[src/sv/pet_pkg.sv]
// shared types and constants of the prewitt edge threshold core
package pet_pkg;

  localparam int unsigned MAX_WIDTH_DEF = 1024;
  localparam int unsigned PIX_W         = 8;
  localparam int unsigned THR_W         = 11;
  localparam int unsigned WID_W         = 11;
  localparam int unsigned HGT_W         = 12;
  localparam int unsigned CFG_IDX_W     = 2;
  localparam int unsigned CFG_DATA_W    = 12;
  localparam int unsigned SUM_W         = 10;
  localparam int unsigned GRAD_W        = 11;
  localparam int unsigned SQ_W          = 20;
  localparam int unsigned MAG_W         = 21;
  localparam int unsigned THR2_W        = 22;

  localparam logic [THR_W-1:0]  THR_RST  = 11'd70;
  localparam logic [WID_W-1:0]  WID_RST  = 11'd10;
  localparam logic [HGT_W-1:0]  HGT_RST  = 12'd10;
  localparam logic [THR2_W-1:0] THR2_RST = 22'd4900;
  localparam int unsigned       MIN_DIM  = 3;

  typedef enum logic [CFG_IDX_W-1:0] {
    REG_THRESHOLD    = 2'd0,
    REG_IMAGE_WIDTH  = 2'd1,
    REG_IMAGE_HEIGHT = 2'd2
  } cfg_reg_e;

  typedef struct packed {
    logic [PIX_W-1:0] pixel;
    logic             start_of_frame;
  } pet_in_t;

  typedef struct packed {
    logic edge_res;
    logic last_of_frame;
  } pet_out_t;

  // rows [2:0] top to bottom, columns [2:0] left to right
  typedef logic [2:0][2:0][PIX_W-1:0] window_t;

  typedef struct packed {
    logic vld;
    logic last;
  } win_ctrl_t;

endpackage

[src/sv/pet_mag.sv]
// gradients, squared magnitude and threshold compare
module pet_mag
  import pet_pkg::*;
(
  input  logic              clk_i,
  input  logic              rst_ni,
  input  window_t           win_i,
  input  win_ctrl_t         ctrl_i,
  output logic              take_o,
  input  logic [THR2_W-1:0] thr2_i,
  output logic              out_valid_o,
  input  logic              out_stall_i,
  output pet_out_t          out_data_o
);

  logic [SUM_W-1:0]         sum_l, sum_r, sum_t, sum_b;
  logic signed [GRAD_W-1:0] sx_d, sy_d, sx_q, sy_q;
  logic signed [2*GRAD_W-1:0] px, py;
  logic [SQ_W-1:0]          sqx_q, sqy_q;
  logic [MAG_W-1:0]         mag2;
  logic                     a_vld_q, a_last_q, b_vld_q, b_last_q, c_vld_q;
  logic                     en_a, en_b, en_c;
  pet_out_t                 out_q;

  assign en_c   = !c_vld_q || !out_stall_i;
  assign en_b   = !b_vld_q || en_c;
  assign en_a   = !a_vld_q || en_b;
  assign take_o = en_a;

  always_comb begin
    sum_l = SUM_W'(win_i[0][0]) + SUM_W'(win_i[1][0]) + SUM_W'(win_i[2][0]);
    sum_r = SUM_W'(win_i[0][2]) + SUM_W'(win_i[1][2]) + SUM_W'(win_i[2][2]);
    sum_t = SUM_W'(win_i[0][0]) + SUM_W'(win_i[0][1]) + SUM_W'(win_i[0][2]);
    sum_b = SUM_W'(win_i[2][0]) + SUM_W'(win_i[2][1]) + SUM_W'(win_i[2][2]);
    sx_d  = $signed({1'b0, sum_r}) - $signed({1'b0, sum_l});
    sy_d  = $signed({1'b0, sum_b}) - $signed({1'b0, sum_t});
  end

  assign px   = sx_q * sx_q;
  assign py   = sy_q * sy_q;
  assign mag2 = {1'b0, sqx_q} + {1'b0, sqy_q};

  always_ff @(posedge clk_i or negedge rst_ni) begin
    if (!rst_ni) begin
      a_vld_q <= 1'b0;
      b_vld_q <= 1'b0;
      c_vld_q <= 1'b0;
    end else begin
      if (en_a) a_vld_q <= ctrl_i.vld;
      if (en_b) b_vld_q <= a_vld_q;
      if (en_c) c_vld_q <= b_vld_q;
    end
  end

  always_ff @(posedge clk_i) begin
    if (en_a) begin
      sx_q     <= sx_d;
      sy_q     <= sy_d;
      a_last_q <= ctrl_i.last;
    end
    if (en_b) begin
      sqx_q    <= px[SQ_W-1:0];
      sqy_q    <= py[SQ_W-1:0];
      b_last_q <= a_last_q;
    end
    if (en_c) begin
      out_q.edge_res      <= {1'b0, mag2} > thr2_i;
      out_q.last_of_frame <= b_last_q;
    end
  end

  assign out_valid_o = c_vld_q;
  assign out_data_o  = out_q;

endmodule
[config.mk]
export PLATFORM = sky130hd
export DESIGN_NAME = pet_mag
export DESIGN_NICKNAME = d
export VERILOG_FILES = /design/src/sv/pet_pkg.sv /design/src/sv/pet_mag.sv
export SDC_FILE = /design/constraint.sdc
export NUM_CORES = 1
export LEC_CHECK = 0
export BUFFER_PORTS_ARGS = -buffer_cell sky130_fd_sc_hd__buf_4
export CORE_UTILIZATION = 45
export CTS_CLUSTER_DIAMETER = 200
export DETAILED_ROUTE_END_ITERATION = 12
export PLACE_DENSITY = 0.65
export SLEW_MARGIN = 10
export SYNTH_ARGS = -nofsm -noshare
export SYNTH_HDL_FRONTEND = slang
export SYNTH_SLANG_ARGS = --single-unit
[constraint.sdc]
create_clock -name clk_i -period 5.6 [get_ports clk_i]
set_input_delay 0.56 -clock clk_i [delete_from_list [all_inputs] [get_ports clk_i]]
set_output_delay 0.56 -clock clk_i [all_outputs]
set_load 0.005 [all_outputs]
==> impl_metrics.ini <==
[synth]
synth.area.mux_share_pct = 0.229
async_reset_ff_share_pct = 4.48
syn_area_um2 = 13100
synth_cell_types = 55
synth_area_per_cell_um2 = 10.2
ys_ff_latch = 67
synth_top_family_by_area = adder cells
synth_fa_ha_area_share_pct = 52.3
synth_nets = 1785
synth-xor-area-share_pct = 5.08
synth-compound-area-share_pct = 7.33
ys_seq_area_share_pct = 15.2
ys_warn_count = 0
synth_edf_count = 64
synthFlopType = edfxtp_1
synth-simple-area-share_pct = 8.72
syn_inst = 1291

[layout]
finish.utilization_pct = 51.7
regArea_um2 = 2000
multiInputGateArea_um2 = 9680
syn_to_final_growth_pct = 13.3
drive_above_1_share_pct = 11.9
fin_nets = 1913
design_area_um2 = 14800
n_antenna_cell = 0
nFillCells = 2642

[worst_setup_path]
cp_num_buf_inv = 6
start_kind = flip-flop
reg2reg_to = sqy_q[18]
reg2reg_depth = 18
r2r_slack_ps = 260
criticalPathCategory = flip-flop to flip-flop
slowest_delay_ps = 550
r2r-start = sy_q[10]
critPathSlowestCell = fa_1
end_kind = flip-flop
path_cells = buf_4, nand2_1, inv_1, fa_1, inv_1, fa_1, inv_1, fa_1, fa_1, inv_1, fa_1, inv_1, ha_1, nand3_1, a21oi_2, o41ai_4, or4b_1, o311ai_1
arrival_ps = 5490
worstPathMaxFanout = 6
cp.required_ps = 5750
crit_family = adder cells

[route]
via_per_inst = 4.78
ant_nets = 0
drt_first_pass_iters = 5
drc = 0
wl_um = 25400
vias = 8640
wire_per_inst_um = 14.0
drt-initial-drc-count = 280

[placed_design]
detailed_place_hpwl_um = 22900
dpl-instance-area_um2 = 14400
port_buffers = 94
gp_congestion = 0.848
pre_cts_slack_ps = 116

[timing]
final.min_clock_period_ps = 5340
drv_slew = 0
fin_skew_ps = 10.5
tightest_slew_ps = 1040
finalSetupViolCount = 0
slew_headroom_pct = 30.8
rsz0062_at_grt = no
finalHoldViolations = 0
fin_crit_sh_pct = 95.4
fin_ws_ps = 260
fin_setup_tns_ps = 0
clock.fmax_mhz = 187

[flow_run]
cap_violations = 0

[clock_tree]
clk_pin_slew_ps = 60
cts_made_buffers = 9
cts_root_buf = clkbuf_16
clkLatencyLatePin_ps = 350
cts_sinks = 67
htree_levels = 3
cts_max_path_buffers = 2
cts_tree = done

[die]
die-height_um = 173
io_pins = 103
core_um2 = 28700
num_rows = 62
die_w_um = 173
start_util_pct = 45.7
dieArea_um2 = 29800

[hold_path]
hold_depth = 1
worstHoldStart = ctrl_i[0]
holdPathEnd = a_last_q
hold_class = input port to flip-flop

[grt]
grt_overflow_total = 0
antenna_found_initial = 0
grt_max_degree = 41
grt_usage_pct = 18.3
grt_pass1_vias = 9432
grt_pass1_wl_um = 43700

[outcome]
status = finished clean
==> Yosys cell counts (all sizes together), types with 2 or more instances <==
cell	count	area share, %
nor3	8	0.31
xor2	17	1.1
and2	54	2.6
nand2b	8	0.38
a211o	2	0.13
a311oi	3	0.20
nor2	44	1.3
o2111ai	2	0.27
nor2b	17	0.87
a21boi	4	0.23
o211a	2	0.15
o31ai	2	0.11
a21oi	43	1.7
edfxtp	64	15
or2	3	0.14
clkbuf	22	0.63
o41ai	2	0.28
dfrtp	3	0.57
o21a	9	0.52
a31o	2	0.13
ha	140	13
o21bai	6	0.34
nand3	10	0.38
fa	255	39
o211ai	2	0.11
a21o	24	1.4
nand2	61	1.7
a221oi	2	0.13
xnor2	59	3.9
and3	8	0.39
or3	2	0.095
nand4	5	0.24
o21ai	18	0.69
a211oi	4	0.23
mux2i	3	0.23
inv	365	10
and4	2	0.13
o2bb2ai	2	0.13
a31oi	4	0.19
==> cells in the final DEF, fill, tap and decap left out, types with 9 or more instances in the layout <==
cell type,synthesis,layout
inv_1,364,364
fa_1,255,255
ha_1,140,140
buf_4,0,138
edfxtp_1,64,64
nand2_1,61,61
xnor2_1,59,59
and2_1,54,54
nor2_1,44,43
a21oi_1,42,40
a21o_1,24,24
xor2_1,17,17
nor2b_1,16,16
o21ai_0,17,16
nand3_1,10,9
o21a_1,9,9
clkbuf_16,0,9
==> final cells by class <==
cell class	instances	share of cell area (%)
clock inverter	6	0.278
sequential	67	13.5
multi-input combinational	837	65.2
timing repair buffer	139	7.05
tap	384	3.24
clock buffer	10	1.54
inverter	365	9.23
==> sequential cells by signal, indices dropped and copies added (netlist names) <==
register     count
a_vld_q          1
a_last_q         1
sqy_q           19
out_data_o       2
sy_q            11
b_vld_q          1
sx_q            11
sqx_q           19
out_valid_o      1
b_last_q         1
==> worst max path at each step <==
stage	from	cells past startpoint	end	slack, ps
2_1_floorplan	sy_q[2]	19	sqy_q[18]	230
3_3_place_gp	sy_q[3]	18	sqy_q[18]	180
3_5_place_dp	sy_q[4]	18	sqy_q[18]	120
4_1_cts	sy_q[4]	18	sqy_q[18]	90
5_1_grt	sy_q[3]	18	sqy_q[18]	10
6_report	sy_q[10]	18	sqy_q[18]	260
==> kinds of logic (layout without fill, tap and decap cells) <==
group                    count (synthesis)  after routing
AO/OA/AOI/OAI                          138            138
XOR/XNOR                                76             76
adder cells (fa/ha/maj)                395            395
buffers and inverters                  387            520
flip-flops                              67             67
multiplexers                             3              3
AND/OR/NAND/NOR                        225            225
==> layer usage <==
metal	up-vias	global-route usage [%]	part of all wire, %
li1	4214	-	-
met4	0	3.95	1.3
met3	26	3.14	4.9
met5	-	0	0
met2	189	33.1	51
met1	4211	22.8	43
==> per-stage QoR <==
stage | hold slack [ps] | std cells
floorplan | 264 | 1291
global placement | 350 | 1776
detailed placement | 353 | 1776
CTS | 384 | 1793
global route | 381 | 1808
finish | 391 | 1808
==> repair_timing <==
item                                    in CTS  in global routing
hold buffers                                 1                  0
buffers inserted                             0                 15
hold endpoints to repair                     3                  0
endpoints found under the setup margin       0                  3
gates resized for setup                      0                  5
Power is not shown: default switching activity piles up to over one toggle a cycle in this logic, so the estimate is an artifact.
